==> config.mk <==
export PLATFORM = sky130hd
export DESIGN_NAME = token_lexer
export DESIGN_NICKNAME = d
export VERILOG_FILES = /design/src/rtl/tl_pkg.sv /design/src/rtl/token_lexer.sv /design/src/rtl/tl_front.sv /design/src/rtl/tl_engine.sv /design/src/rtl/tl_out_queue.sv
export VERILOG_INCLUDE_DIRS = /design/src /design/src/rtl
export SDC_FILE = /design/constraint.sdc
export NUM_CORES = 2
export LEC_CHECK = 0
export BUFFER_PORTS_ARGS = -buffer_cell sky130_fd_sc_hd__buf_2
export CAP_MARGIN = 20
export CORE_UTILIZATION = 37
export DETAILED_ROUTE_END_ITERATION = 16
export PLACE_DENSITY_LB_ADDON = 0.2
export SLEW_MARGIN = 20
export SYNTH_ARGS = -nofsm -noshare
export SYNTH_HDL_FRONTEND = slang
export SYNTH_SLANG_ARGS = --single-unit
==> constraint.sdc <==
create_clock -name clk -period 10.6 [get_ports clk]
set_input_delay 1.06 -clock clk [delete_from_list [all_inputs] [get_ports clk]]
set_output_delay 1.06 -clock clk [all_outputs]
set_load 0.05 [all_outputs]
==> src/rtl/token_lexer_macros.svh <==
// assertion macros shared by the token lexer modules
`ifndef TOKEN_LEXER_MACROS_SVH
`define TOKEN_LEXER_MACROS_SVH

`ifndef SYNTHESIS
// property must hold at every edge outside reset
`define TL_ASSERT(label, prop, msg) \
  label: assert property (@(posedge clk) disable iff (!rst_n) prop) else $error(msg);
// expression must never be true outside reset
`define TL_ASSERT_NEVER(label, expr, msg) \
  label: assert property (@(posedge clk) disable iff (!rst_n) !(expr)) else $error(msg);
`else
`define TL_ASSERT(label, prop, msg)
`define TL_ASSERT_NEVER(label, expr, msg)
`endif

`endif

==> src/rtl/tl_pkg.sv <==
// shared types, codes and helpers of the token lexer
`timescale 1ns / 1ps

package tl_pkg;

  // source offsets wrap at this width
  localparam int POS_W = 16;
  typedef logic [POS_W-1:0] pos_t;

  // byte classes decided by the front part
  typedef enum logic [3:0] {
    CLS_EOS,
    CLS_SPACE,
    CLS_NEWLINE,
    CLS_QUOTE,
    CLS_DIGIT,
    CLS_WORD,
    CLS_DOT,
    CLS_OP,
    CLS_OTHER
  } tl_class_t;

  // one classified item
  typedef struct packed {
    tl_class_t  cls;
    logic [7:0] ch;
    logic [2:0] op;
  } tl_item_t;

  // token kinds
  localparam logic [4:0] KIND_EOF     = 5'd0;
  localparam logic [4:0] KIND_INT     = 5'd1;
  localparam logic [4:0] KIND_FLOAT   = 5'd2;
  localparam logic [4:0] KIND_STRING  = 5'd3;
  localparam logic [4:0] KIND_BOOL    = 5'd4;
  localparam logic [4:0] KIND_ID      = 5'd5;
  localparam logic [4:0] KIND_PRINT   = 5'd6;
  localparam logic [4:0] KIND_WHILE   = 5'd7;
  localparam logic [4:0] KIND_IF      = 5'd8;
  localparam logic [4:0] KIND_ELSE    = 5'd9;
  localparam logic [4:0] KIND_OP_BASE = 5'd10;

  // error codes
  localparam logic [1:0] ERR_NONE       = 2'd0;
  localparam logic [1:0] ERR_UNCLOSED   = 2'd1;
  localparam logic [1:0] ERR_UNEXPECTED = 2'd2;

  // one result item
  typedef struct packed {
    logic [4:0]  kind;
    logic [1:0]  err;
    logic [62:0] ival;
    logic [5:0]  frac;
    logic        bval;
    logic [15:0] tstart;
    logic [15:0] tlen;
    logic        last;
  } tl_res_t;

  // result writes from the engine into the output queue
  typedef struct packed {
    logic first;
    logic second;
  } tl_push_t;

  // offset or length cut or widened to the 16 bit result fields
  function automatic logic [15:0] text16(input pos_t v);
    logic [31:0] w;
    w = 32'(v);
    return w[15:0];
  endfunction

endpackage

==> src/rtl/token_lexer.sv <==
// top level of the streaming token lexer
`timescale 1ns / 1ps

// channel  | handshake    | payload
// input    | push / full  | in_command, in_ch
// result   | empty / pop  | out_token_kind, out_error_code, out_int_value, out_frac_digits,
//          |              | out_bool_value, out_text_start, out_text_length, out_last_of_run
//
// one byte a cycle enters while full is low; results are read from the registered result queue
// the result port moves one item a cycle while pop is high, so a byte that closes a token
// and gives a second result is read out as two items, buffered in the four entry result queue
// full rises when the two entry front queue holds two items; the scanner waits
// until the result queue has room for two results
// reset is synchronous and clears both queues and the scanner state

module token_lexer (
  input  logic        clk,
  input  logic        rst_n,
  input  logic        push,
  output logic        full,
  input  logic        in_command,
  input  logic [7:0]  in_ch,
  output logic        empty,
  input  logic        pop,
  output logic [4:0]  out_token_kind,
  output logic [1:0]  out_error_code,
  output logic [62:0] out_int_value,
  output logic [5:0]  out_frac_digits,
  output logic        out_bool_value,
  output logic [15:0] out_text_start,
  output logic [15:0] out_text_length,
  output logic        out_last_of_run
);
  import tl_pkg::*;

  tl_item_t item;
  logic     item_valid;
  logic     item_pop;
  logic     room;
  tl_push_t res_push;
  tl_res_t  res0, res1, head;

  // classify and buffer incoming items
  tl_front u_front (
    .clk        (clk),
    .rst_n      (rst_n),
    .push       (push),
    .in_command (in_command),
    .in_ch      (in_ch),
    .full       (full),
    .item_valid (item_valid),
    .item_pop   (item_pop),
    .item       (item)
  );

  // scanner
  tl_engine u_engine (
    .clk        (clk),
    .rst_n      (rst_n),
    .item       (item),
    .item_valid (item_valid),
    .item_pop   (item_pop),
    .room       (room),
    .push       (res_push),
    .res0       (res0),
    .res1       (res1)
  );

  // result buffering
  tl_out_queue u_out_queue (
    .clk   (clk),
    .rst_n (rst_n),
    .push  (res_push),
    .res0  (res0),
    .res1  (res1),
    .room  (room),
    .pop   (pop),
    .empty (empty),
    .head  (head)
  );

  assign out_token_kind  = head.kind;
  assign out_error_code  = head.err;
  assign out_int_value   = head.ival;
  assign out_frac_digits = head.frac;
  assign out_bool_value  = head.bval;
  assign out_text_start  = head.tstart;
  assign out_text_length = head.tlen;
  assign out_last_of_run = head.last;

endmodule

==> src/rtl/tl_front.sv <==
// front part: accepts items, classifies each byte, holds a two entry queue
`timescale 1ns / 1ps

module tl_front (
  input  logic              clk,
  input  logic              rst_n,
  input  logic              push,
  input  logic              in_command,
  input  logic [7:0]        in_ch,
  output logic              full,
  output logic              item_valid,
  input  logic              item_pop,
  output tl_pkg::tl_item_t  item
);
  import tl_pkg::*;

  localparam logic [7:0] CH_NL    = 8'h0A;
  localparam logic [7:0] CH_QUOTE = 8'h22;
  localparam logic [7:0] CH_DOT   = 8'h2E;
  localparam logic [7:0] CH_UNDER = 8'h5F;
  localparam logic [7:0] OP_CHARS [8] = '{8'h3D, 8'h2B, 8'h2D, 8'h2A, 8'h2F, 8'h28, 8'h29, 8'h3B};

  tl_item_t   store_r [2];
  logic       wp_r, wp_nxt;
  logic       rp_r, rp_nxt;
  logic [1:0] cnt_r, cnt_nxt;
  tl_item_t   cls_item;
  logic       accept;
  logic       take;
  logic       op_hit;
  logic [2:0] op_idx;

  // byte classification
  always_comb begin
    op_hit = 1'b0;
    op_idx = '0;
    for (int i = 7; i >= 0; i--) begin
      if (in_ch == OP_CHARS[i]) begin
        op_hit = 1'b1;
        op_idx = 3'(i);
      end
    end
    cls_item.ch = in_ch;
    cls_item.op = op_idx;
    if (in_command) begin
      cls_item.cls = CLS_EOS;
    end else if (in_ch == CH_NL) begin
      cls_item.cls = CLS_NEWLINE;
    end else if (in_ch == 8'h20 || (in_ch >= 8'h09 && in_ch <= 8'h0D)) begin
      cls_item.cls = CLS_SPACE;
    end else if (in_ch == CH_QUOTE) begin
      cls_item.cls = CLS_QUOTE;
    end else if (in_ch >= 8'h30 && in_ch <= 8'h39) begin
      cls_item.cls = CLS_DIGIT;
    end else if ((in_ch >= 8'h61 && in_ch <= 8'h7A) || (in_ch >= 8'h41 && in_ch <= 8'h5A)
                 || in_ch == CH_UNDER) begin
      cls_item.cls = CLS_WORD;
    end else if (in_ch == CH_DOT) begin
      cls_item.cls = CLS_DOT;
    end else if (op_hit) begin
      cls_item.cls = CLS_OP;
    end else begin
      cls_item.cls = CLS_OTHER;
    end
  end

  // queue control
  assign full       = (cnt_r == 2'd2);
  assign item_valid = (cnt_r != 2'd0);
  assign item       = store_r[rp_r];
  assign accept     = push && !full;
  assign take       = item_pop && item_valid;

  always_comb begin
    wp_nxt  = accept ? ~wp_r : wp_r;
    rp_nxt  = take ? ~rp_r : rp_r;
    cnt_nxt = cnt_r + 2'(accept) - 2'(take);
  end

  always_ff @(posedge clk) begin
    if (!rst_n) begin
      wp_r  <= 1'b0;
      rp_r  <= 1'b0;
      cnt_r <= 2'd0;
    end else begin
      wp_r  <= wp_nxt;
      rp_r  <= rp_nxt;
      cnt_r <= cnt_nxt;
    end
  end

  // item storage
  always_ff @(posedge clk) begin
    if (accept) begin
      store_r[wp_r] <= cls_item;
    end
  end

endmodule

==> src/rtl/tl_engine.sv <==
// back part: scanner state machine that turns classified items into results
`timescale 1ns / 1ps
`include "token_lexer_macros.svh"

module tl_engine (
  input  logic              clk,
  input  logic              rst_n,
  input  tl_pkg::tl_item_t  item,
  input  logic              item_valid,
  output logic              item_pop,
  input  logic              room,
  output tl_pkg::tl_push_t  push,
  output tl_pkg::tl_res_t   res0,
  output tl_pkg::tl_res_t   res1
);
  import tl_pkg::*;

  typedef enum logic [2:0] {
    MODE_IDLE,
    MODE_STRING,
    MODE_NUMBER,
    MODE_IDENT,
    MODE_ERROR
  } mode_t;

  localparam logic [39:0] KW_PRINT = 40'h7072696E74;
  localparam logic [39:0] KW_WHILE = 40'h7768696C65;
  localparam logic [39:0] KW_IF    = 40'h0000006966;
  localparam logic [39:0] KW_ELSE  = 40'h00656C7365;
  localparam logic [39:0] KW_TRUE  = 40'h0074727565;
  localparam logic [39:0] KW_FALSE = 40'h66616C7365;
  localparam logic [39:0] KW_LONG  = 40'hFFFFFFFFFF;
  localparam logic [62:0] VAL_MAX  = 63'h7FFFFFFFFFFFFFFF;
  // largest accumulator that still takes a digit without passing the maximum
  localparam logic [62:0] SAT_LIM_LO = 63'd922337203685477580;
  localparam logic [62:0] SAT_LIM_HI = 63'd922337203685477579;

  mode_t       mode_r, mode_nxt;
  pos_t        pos_r, pos_nxt;
  pos_t        start_r, start_nxt;
  logic [62:0] acc_r, acc_nxt;
  logic        dot_r, dot_nxt;
  logic [5:0]  frac_r, frac_nxt;
  logic [39:0] kw_r, kw_nxt;

  tl_res_t     num_res, id_res, close_res, fresh_res;
  logic        close_vld, fresh_vld, relex;
  logic [3:0]  digit;
  logic [62:0] acc_ext;
  logic        acc_sat;
  pos_t        text_len;

  assign item_pop = item_valid && room;
  assign digit    = item.ch[3:0];
  assign text_len = pos_t'(pos_r - start_r);

  // accumulator step: times ten plus digit, saturating
  always_comb begin
    acc_sat = (digit <= 4'd7) ? (acc_r > SAT_LIM_LO) : (acc_r > SAT_LIM_HI);
    acc_ext = (acc_r << 3) + (acc_r << 1) + 63'(digit);
  end

  // pending number as a result
  always_comb begin
    num_res      = '0;
    num_res.kind = dot_r ? KIND_FLOAT : KIND_INT;
    num_res.ival = acc_r;
    num_res.frac = dot_r ? frac_r : 6'd0;
  end

  // pending identifier with keyword match
  always_comb begin
    id_res        = '0;
    id_res.tstart = text16(start_r);
    id_res.tlen   = text16(text_len);
    if (kw_r == KW_PRINT) begin
      id_res.kind = KIND_PRINT;
    end else if (kw_r == KW_WHILE) begin
      id_res.kind = KIND_WHILE;
    end else if (kw_r == KW_IF) begin
      id_res.kind = KIND_IF;
    end else if (kw_r == KW_ELSE) begin
      id_res.kind = KIND_ELSE;
    end else if (kw_r == KW_TRUE) begin
      id_res.kind = KIND_BOOL;
      id_res.bval = 1'b1;
    end else if (kw_r == KW_FALSE) begin
      id_res.kind = KIND_BOOL;
    end else begin
      id_res.kind = KIND_ID;
    end
  end

  // next state and results of the item taken this cycle
  always_comb begin
    mode_nxt  = mode_r;
    pos_nxt   = pos_r;
    start_nxt = start_r;
    acc_nxt   = acc_r;
    dot_nxt   = dot_r;
    frac_nxt  = frac_r;
    kw_nxt    = kw_r;
    close_vld = 1'b0;
    fresh_vld = 1'b0;
    close_res = '0;
    fresh_res = '0;
    relex     = 1'b0;
    if (item_pop) begin
      if (item.cls == CLS_EOS) begin
        // end of source: flush pending token, report unless in error mode, back to reset state
        unique case (mode_r)
          MODE_ERROR: begin
          end
          MODE_STRING: begin
            fresh_vld     = 1'b1;
            fresh_res.err = ERR_UNCLOSED;
          end
          MODE_NUMBER: begin
            close_vld = 1'b1;
            close_res = num_res;
            fresh_vld = 1'b1;
          end
          MODE_IDENT: begin
            close_vld = 1'b1;
            close_res = id_res;
            fresh_vld = 1'b1;
          end
          default: begin
            fresh_vld = 1'b1;
          end
        endcase
        mode_nxt  = MODE_IDLE;
        pos_nxt   = '0;
        start_nxt = '0;
        acc_nxt   = '0;
        dot_nxt   = 1'b0;
        frac_nxt  = '0;
        kw_nxt    = '0;
      end else begin
        unique case (mode_r)
          MODE_ERROR: begin
          end
          MODE_STRING: begin
            pos_nxt = pos_t'(pos_r + 1'b1);
            if (item.cls == CLS_QUOTE) begin
              fresh_vld        = 1'b1;
              fresh_res.kind   = KIND_STRING;
              fresh_res.tstart = text16(start_r);
              fresh_res.tlen   = text16(text_len);
              mode_nxt         = MODE_IDLE;
            end else if (item.cls == CLS_NEWLINE) begin
              fresh_vld     = 1'b1;
              fresh_res.err = ERR_UNCLOSED;
              mode_nxt      = MODE_ERROR;
            end
          end
          MODE_NUMBER: begin
            pos_nxt = pos_t'(pos_r + 1'b1);
            if (item.cls == CLS_DIGIT) begin
              acc_nxt = acc_sat ? VAL_MAX : acc_ext;
              if (dot_r && frac_r != 6'd63) begin
                frac_nxt = frac_r + 6'd1;
              end
            end else if (item.cls == CLS_DOT && !dot_r) begin
              dot_nxt = 1'b1;
            end else begin
              close_vld = 1'b1;
              close_res = num_res;
              relex     = 1'b1;
            end
          end
          MODE_IDENT: begin
            pos_nxt = pos_t'(pos_r + 1'b1);
            if (item.cls == CLS_WORD || item.cls == CLS_DIGIT) begin
              if (kw_r[39:32] == 8'd0 && kw_r != '0) begin
                kw_nxt = {kw_r[31:0], item.ch};
              end else begin
                kw_nxt = KW_LONG;
              end
            end else begin
              close_vld = 1'b1;
              close_res = id_res;
              relex     = 1'b1;
            end
          end
          default: begin
            pos_nxt = pos_t'(pos_r + 1'b1);
            relex   = 1'b1;
          end
        endcase
        // fresh lexing of the byte from the idle mode
        if (relex) begin
          mode_nxt = MODE_IDLE;
          unique case (item.cls) inside
            CLS_SPACE, CLS_NEWLINE: begin
            end
            CLS_QUOTE: begin
              mode_nxt  = MODE_STRING;
              start_nxt = pos_t'(pos_r + 1'b1);
            end
            CLS_DIGIT: begin
              mode_nxt = MODE_NUMBER;
              acc_nxt  = 63'(digit);
              dot_nxt  = 1'b0;
              frac_nxt = '0;
            end
            CLS_WORD: begin
              mode_nxt  = MODE_IDENT;
              start_nxt = pos_r;
              kw_nxt    = 40'(item.ch);
            end
            CLS_OP: begin
              fresh_vld      = 1'b1;
              fresh_res.kind = 5'(KIND_OP_BASE + 5'(item.op));
            end
            default: begin
              fresh_vld     = 1'b1;
              fresh_res.err = ERR_UNEXPECTED;
              mode_nxt      = MODE_ERROR;
            end
          endcase
        end
      end
    end
  end

  // results in order: closed token first, then the fresh one
  always_comb begin
    push.first  = close_vld || fresh_vld;
    push.second = close_vld && fresh_vld;
    res0        = close_vld ? close_res : fresh_res;
    res0.last   = !push.second;
    res1        = fresh_res;
    res1.last   = 1'b1;
  end

  // scanner state
  always_ff @(posedge clk) begin
    if (!rst_n) begin
      mode_r  <= MODE_IDLE;
      pos_r   <= '0;
      start_r <= '0;
      acc_r   <= '0;
      dot_r   <= 1'b0;
      frac_r  <= '0;
      kw_r    <= '0;
    end else begin
      mode_r  <= mode_nxt;
      pos_r   <= pos_nxt;
      start_r <= start_nxt;
      acc_r   <= acc_nxt;
      dot_r   <= dot_nxt;
      frac_r  <= frac_nxt;
      kw_r    <= kw_nxt;
    end
  end

  // checks
  `TL_ASSERT(a_error_sticky, (item_pop && mode_r == MODE_ERROR && item.cls != CLS_EOS) |=> mode_r == MODE_ERROR, "error mode left before end of source")
  `TL_ASSERT(a_eos_clear, (item_pop && item.cls == CLS_EOS) |=> (mode_r == MODE_IDLE && pos_r == '0), "end of source did not clear the scanner")
  `TL_ASSERT(a_pair_last, push.second |-> (push.first && !res0.last && res1.last), "last flag wrong on a result pair")

endmodule

==> src/rtl/tl_out_queue.sv <==
// result queue: four entries, up to two writes and one read a cycle
`timescale 1ns / 1ps
`include "token_lexer_macros.svh"

module tl_out_queue (
  input  logic              clk,
  input  logic              rst_n,
  input  tl_pkg::tl_push_t  push,
  input  tl_pkg::tl_res_t   res0,
  input  tl_pkg::tl_res_t   res1,
  output logic              room,
  input  logic              pop,
  output logic              empty,
  output tl_pkg::tl_res_t   head
);
  import tl_pkg::*;

  tl_res_t    store_r [4];
  logic [1:0] wp_r, wp_nxt;
  logic [1:0] rp_r, rp_nxt;
  logic [2:0] cnt_r, cnt_nxt;
  logic [1:0] n_in;
  logic       do_pop;

  // room for a full pair keeps the engine simple
  assign room   = (cnt_r <= 3'd2);
  assign empty  = (cnt_r == 3'd0);
  assign head   = store_r[rp_r];
  assign do_pop = pop && !empty;
  assign n_in   = 2'(push.first) + 2'(push.second);

  always_comb begin
    wp_nxt  = wp_r + n_in;
    rp_nxt  = rp_r + 2'(do_pop);
    cnt_nxt = cnt_r + 3'(n_in) - 3'(do_pop);
  end

  always_ff @(posedge clk) begin
    if (!rst_n) begin
      wp_r  <= '0;
      rp_r  <= '0;
      cnt_r <= '0;
    end else begin
      wp_r  <= wp_nxt;
      rp_r  <= rp_nxt;
      cnt_r <= cnt_nxt;
    end
  end

  // result storage
  always_ff @(posedge clk) begin
    if (push.first) begin
      store_r[wp_r] <= res0;
    end
    if (push.second) begin
      store_r[2'(wp_r + 2'd1)] <= res1;
    end
  end

  // checks
  `TL_ASSERT_NEVER(a_cnt_bound, cnt_r > 3'd4, "result count past depth")
  `TL_ASSERT(a_no_overflow, push.first |-> cnt_r <= 3'd2, "result written without room")
  `TL_ASSERT(a_cnt_step, (!push.first && do_pop) |=> cnt_r == $past(cnt_r) - 3'd1, "result count did not drop on a read")

endmodule

Word-level counts from Yosys, hierarchy flattened
Memories as Yosys holds them, arrays and structs flattened. A register that Yosys moved wholly into a read port is not among the register bits.
Cells that the tools add are included.
- register bits: 156
- latch bits: 0
- bits in writable memories: 470
- ROM bits: 0
- input bits: 13
- output and inout port bits: 112
- logic and storage cells: 237
- memories: 2
- add/sub/neg operators: 14
- $mul: 0
- div/mod/pow operators: 0
- $lt $le $gt $ge: 12
- equality and inequality tests: 33
- shift operators: 0
- muxes and demuxes: 123
- bitwise gates (word level): 2
- reductions and logical operators: 38
- memory list (memory ; depth ; bits a word ; read ports ; clocked after memory_dff ; write ports ; RTL line ; RTL):
    u_out_queue.store_r ; 4 ; 110 ; 1 ; 1 ; 2 ; tl_out_queue.sv:18 ; tl_res_t store_r [4];
    u_front.store_r ; 2 ; 15 ; 1 ; 1 ; 1 ; tl_front.sv:23 ; tl_item_t store_r [2];
- operator list (kind ; number):
    two-way mux 110 bit ; 6
    one-hot mux 110 bit (2 select lines) ; 2
    two-way mux 63 bit ; 6
    two-way mux 40 bit ; 6
    two-way mux 32 bit ; 4
    > comparator 63 x 60 -> 1 bit (second input constant) ; 2
    == test 40 x 39 -> 1 bit (second input constant) ; 3
    == test 8 x 6 -> 1 bit (second input constant) ; 11
    == test 40 x 31 -> 1 bit (second input constant) ; 2
    two-way mux 16 bit ; 4
    adder 63 x 4 -> 63 bit ; 1
    adder 63 bit ; 1
    two-way mux 1 bit ; 47
    two-way mux 6 bit ; 7
    == test 40 x 15 -> 1 bit (second input constant) ; 1
    nonzero test 40 bit ; 1
    two-way mux 3 bit ; 13
    two-way mux 5 bit ; 7
    two-way mux 4 bit ; 8
    one-hot mux 16 bit (2 select lines) ; 1
    two-way mux 7 bit ; 3
    adder 16 x 1 -> 16 bit (second input constant) ; 1
    == test 4 x 3 -> 1 bit (second input constant) ; 4
    greater-or-equal comparator 8 x 7 -> 1 bit (second input constant) ; 2
    47 further kinds ; 79

Depth between registers and ports, before layout
- depth after elaboration: 17
- mapped depth: 19
- depth with buffers taken out: 16

Modules after synthesis
Synthesis repeated with hierarchy kept, for this count alone.
- cell total of the unflattened synthesis: 3183
- area, all modules: 37289.5 µm²
- by module, submodules not included (module ; instances ; cells an instance ; area an instance (µm²) ; seq. area each (µm²)):
    tl_out_queue ; 1 ; 1106 ; 21629.5 ; 13352.8
    tl_engine ; 1 ; 1953 ; 14005.9 ; 2902.8
    tl_front ; 1 ; 124 ; 1654.1 ; 1001.0

Worst setup path before layout
Ideal clock, no wire load.
- kind: flip-flop to flip-flop
- from: register u_engine.mode_r[0]
- to: memory u_out_queue.store_r[1][10] in the netlist's numbering (data pin)
- library setup time: 0.139 ns
- arrival: 4.051 ns
- required time: 10.461 ns
- slack: 6.410 ns
- stages on the path, launching flop included: 16
- clock period less this slack: 4.190 ns
- cell sequence: dfxtp_1 -> clkbuf_1 -> or2_2 -> buf_1 -> o31a_4 -> nand3_1 -> o21ai_0 -> nand2_1 -> ha_1 -> clkbuf_1 -> nor3b_1 -> nor2_1 -> inv_1 -> o21ai_2 -> buf_2 -> nor2_1
- RTL lines (element ; RTL line ; RTL):
    start, declared ; tl_engine.sv:38 ; mode_t mode_r, mode_nxt;
    start signal, assigned ; tl_engine.sv:248 ; mode_r <= mode_nxt;
    end, declared ; tl_out_queue.sv:18 ;

==> impl_metrics.yaml <==
drt:
  vias_per_cell: 5.75
  drt_pass1_iterations: 5
  ant_nets: 0
  routed_wl_um: 89100
  vias: 24417
  drc_errors: 0
  initialDrtViolationCount: 1924
  wl_per_cell_um: 21.0
global_route:
  globalRouteTotalUtil_pct: 20.7
  grt_max_degree: 95
  grt_pass1_vias: 24416
  antenna_found_initial: 2
  gr-total-overflow: 0
  grt_pass1_wl_um: 141000
synthesis:
  synth_area_sq_mm: 0.0314
  avgSynthCellArea_sq_um: 10.4
  ys_types: 108
  yosys.area.top_type: "dfxtp_1"
  synth_edf_count: 186
  syn_nets: 3186
  synth_top_area_share_pct: 28.1
  ys_top_cells_by_area: "dfxtp_1 (28%), edfxtp_1 (18%), mux4_2 (7.9%), a22o_1 (7.0%), ha_1 (5.9%)"
  syn_inst: 3022
  postSynth.asyncResetShare_pct: 0
  yosys_warnings: 0
  synth_ff_type: "dfxtp_1"
  seq_area_frac_synth_pct: 45.9
  synth_seq_cells: 627
floorplanning:
  rows: 106
  core_sq_mm: 0.0838
  die_y_um: 293
  start_util_pct: 37.5
  die_w_um: 293
  die-area_sq_mm: 0.0861
  ioPinCount: 125
clocking:
  htreeDepth: 3
  root_buffer: "clkbuf_16"
  cts_resized: 0
  post-cts-setup-buffer-count: 0
  clkLatencyLatePin_ns: 0.64
  cts_max_path_buffers: 3
  cts_hold_buf: 0
  cts_tree: "built"
  cts_buffers: 71
  path_clk_slew_ns: 0.06
  cts.sinks: 627
power_and_ir_drop:
  power_density_mw_per_mm2: 198
  ir_worst_vdd_mv: 0.211
  leakage_nw: 12.9
setup_path:
  crit_slowest_cell: "and2_2"
  max_stage_delay_ns: 0.77
  critPathRequiredTime_ns: 10.96
  path_buf_inv: 3
  critPathKind: "flip-flop to flip-flop"
  arrival_ns: 5.41
  critPathMaxFanout: 42
  crit_family: "simple AND/OR/NAND/NOR gates"
  end_kind: "flip-flop"
  start_kind: "flip-flop"
  cp_cell_sequence: "mux2i_2 -> a21oi_2 -> o31a_4 -> nand3_1 -> o21ai_0 -> nand2_1 -> ha_1 -> nor2_1 -> nand2_1 -> and2_2 -> clkinv_1 -> buf_4 -> o21ai_2 -> buf_4 -> nor2_1"
placement:
  placement.io_buffers: 124
  gp_congestion: 0.918
  dp_hpwl_um: 57800
sta:
  finalCritPeriodShare_pct: 47.7
  min_period_ns: 5.06
  slew-limit-headroom_pct: 27.2
  rsz0062_at_grt: "no"
  setup_viol_count_final: 0
  fmax_mhz: 198
  timing_hold_violations_final: 0
  fin_setup_tns_ns: 0
  worst_slew_pin_slew_ns: 1.09
  fin_skew_ns: 0.0449
  drv_slew: 0
finish:
  final_common_cell: "dfxtp_1"
  synthToLayoutAreaGrowth_pct: 12.6
  diodes: 0
  utilization_pct: 42.2
  final_cell_mix: "dfxtp_1 (438), nor2_1 (295), a22o_1 (252), a21oi_1 (240), nand2_1 (235)"
  layout.nets: 3217
  drive_above_1_share_pct: 15.1
worst_hold_path:
  hold_class: "flip-flop to flip-flop"
run:
  drv_cap: 0
outcome:
  outcome: "finished, final reports clean"
[path summary, 6_finish.rpt]
kind,startpoint,end,slack [ns],cells past startpoint
max,flip-flop,u_out_queue.store_r[2][3]$_DFFE_PP_,5.54,15
min,u_out_queue.store_r[1][33]$_SDFFE_PP0P_,u_out_queue.store_r[1][33]$_SDFFE_PP0P_,0.45,2
max reg2reg,flip-flop,u_out_queue.store_r[2][3]$_DFFE_PP_,5.54,15
min reg2reg,u_out_queue.store_r[1][33]$_SDFFE_PP0P_,u_out_queue.store_r[1][33]$_SDFFE_PP0P_,0.45,2
[kinds of logic after synthesis]
kind of cell	count (synthesis)	share of synthesized area, %
buffers and inverters	269	3.59
XOR/XNOR	94	2.62
adder cells (fa/ha/maj)	151	6.11
flip-flops	627	45.9
multiplexers	127	8.53
AND/OR/NAND/NOR	801	11.7
AO/OA/AOI/OAI	953	21.6
[per-layer routing]
| layer | wire [um] | track usage, % |
|---|---|---|
| met1 | 41600 | 29.4 |
| met2 | 39800 | 32.1 |
| met3 | 6040 | 3.84 |
| met4 | 1670 | 5.35 |
| met5 | 10 | 0 |
[sequential cells by signal (all words and copies together) (netlist names), named ones only]
name and cells:
u_engine.acc_r 63, u_engine.dot_r 1, u_engine.frac_r 6, u_engine.kw_r 40, u_engine.mode_r 3, u_engine.pos_r 16
u_engine.start_r 16, u_front.cnt_r 2, u_front.rp_r 1, u_front.store_r 30, u_front.wp_r 1, u_out_queue.cnt_r 3
u_out_queue.rp_r 2, u_out_queue.store_r 440, u_out_queue.wp_r 2
[report_power, final]
part,internal (mW),leakage [nW],switching [mW]
Clock,1.46,1.17,1.07
Sequential,2.61,5.10,0.114
Combinational,0.508,6.65,1.25
Total,4.58,12.9,2.43
[through the flow]
stage	power, mW	area [sq um]	setup WS, ns	hold slack (ns)	std cells
3_5_place_dp	4.55	32900	5.20	0.442	4114
2_1_floorplan	4.06	31400	6.41	0.420	3022
3_3_place_gp	4.52	32900	5.33	0.434	4114
5_1_grt	7.33	35400	5.18	0.485	4243
4_1_cts	7.09	35400	5.18	0.455	4243
6_report	7.02	35400	5.54	0.455	4243
[synth_stat cells (52+ instances only)]
master	instances
dfxtp_1	441
o21ai_0	131
nor3_1	52
a21oi_1	240
inv_1	68
nor2_1	305
xnor2_1	57
a22o_1	252
nand2_1	235
mux4_2	110
ha_1	147
clkbuf_1	139
edfxtp_1	186
[worst register-to-register path, stage by stage, from the launching register on]
cell and delay, ns:
dfxtp_2 0.71, mux2i_2 0.69, a21oi_2 0.18, o31a_4 0.36
nand3_1 0.10, o21ai_0 0.08, nand2_1 0.12, ha_1 0.30
nor2_1 0.09, nand2_1 0.28, and2_2 0.77, clkinv_1 0.18
buf_4 0.35, o21ai_2 0.14, buf_4 0.33, nor2_1 0.10
[cell type report]
| class | instances | area [sq um] |
|---|---|---|
| fillers | 8138 | 48400 |
| repair buffers | 157 | 872 |
| multi-input cells | 2126 | 16000 |
| clock buffers | 87 | 1930 |
| clock inverters | 42 | 513 |
| inverters | 70 | 265 |
| flip-flops and latches | 627 | 14400 |
| well taps | 1134 | 1420 |
Power figures use the tool's default switching activity.
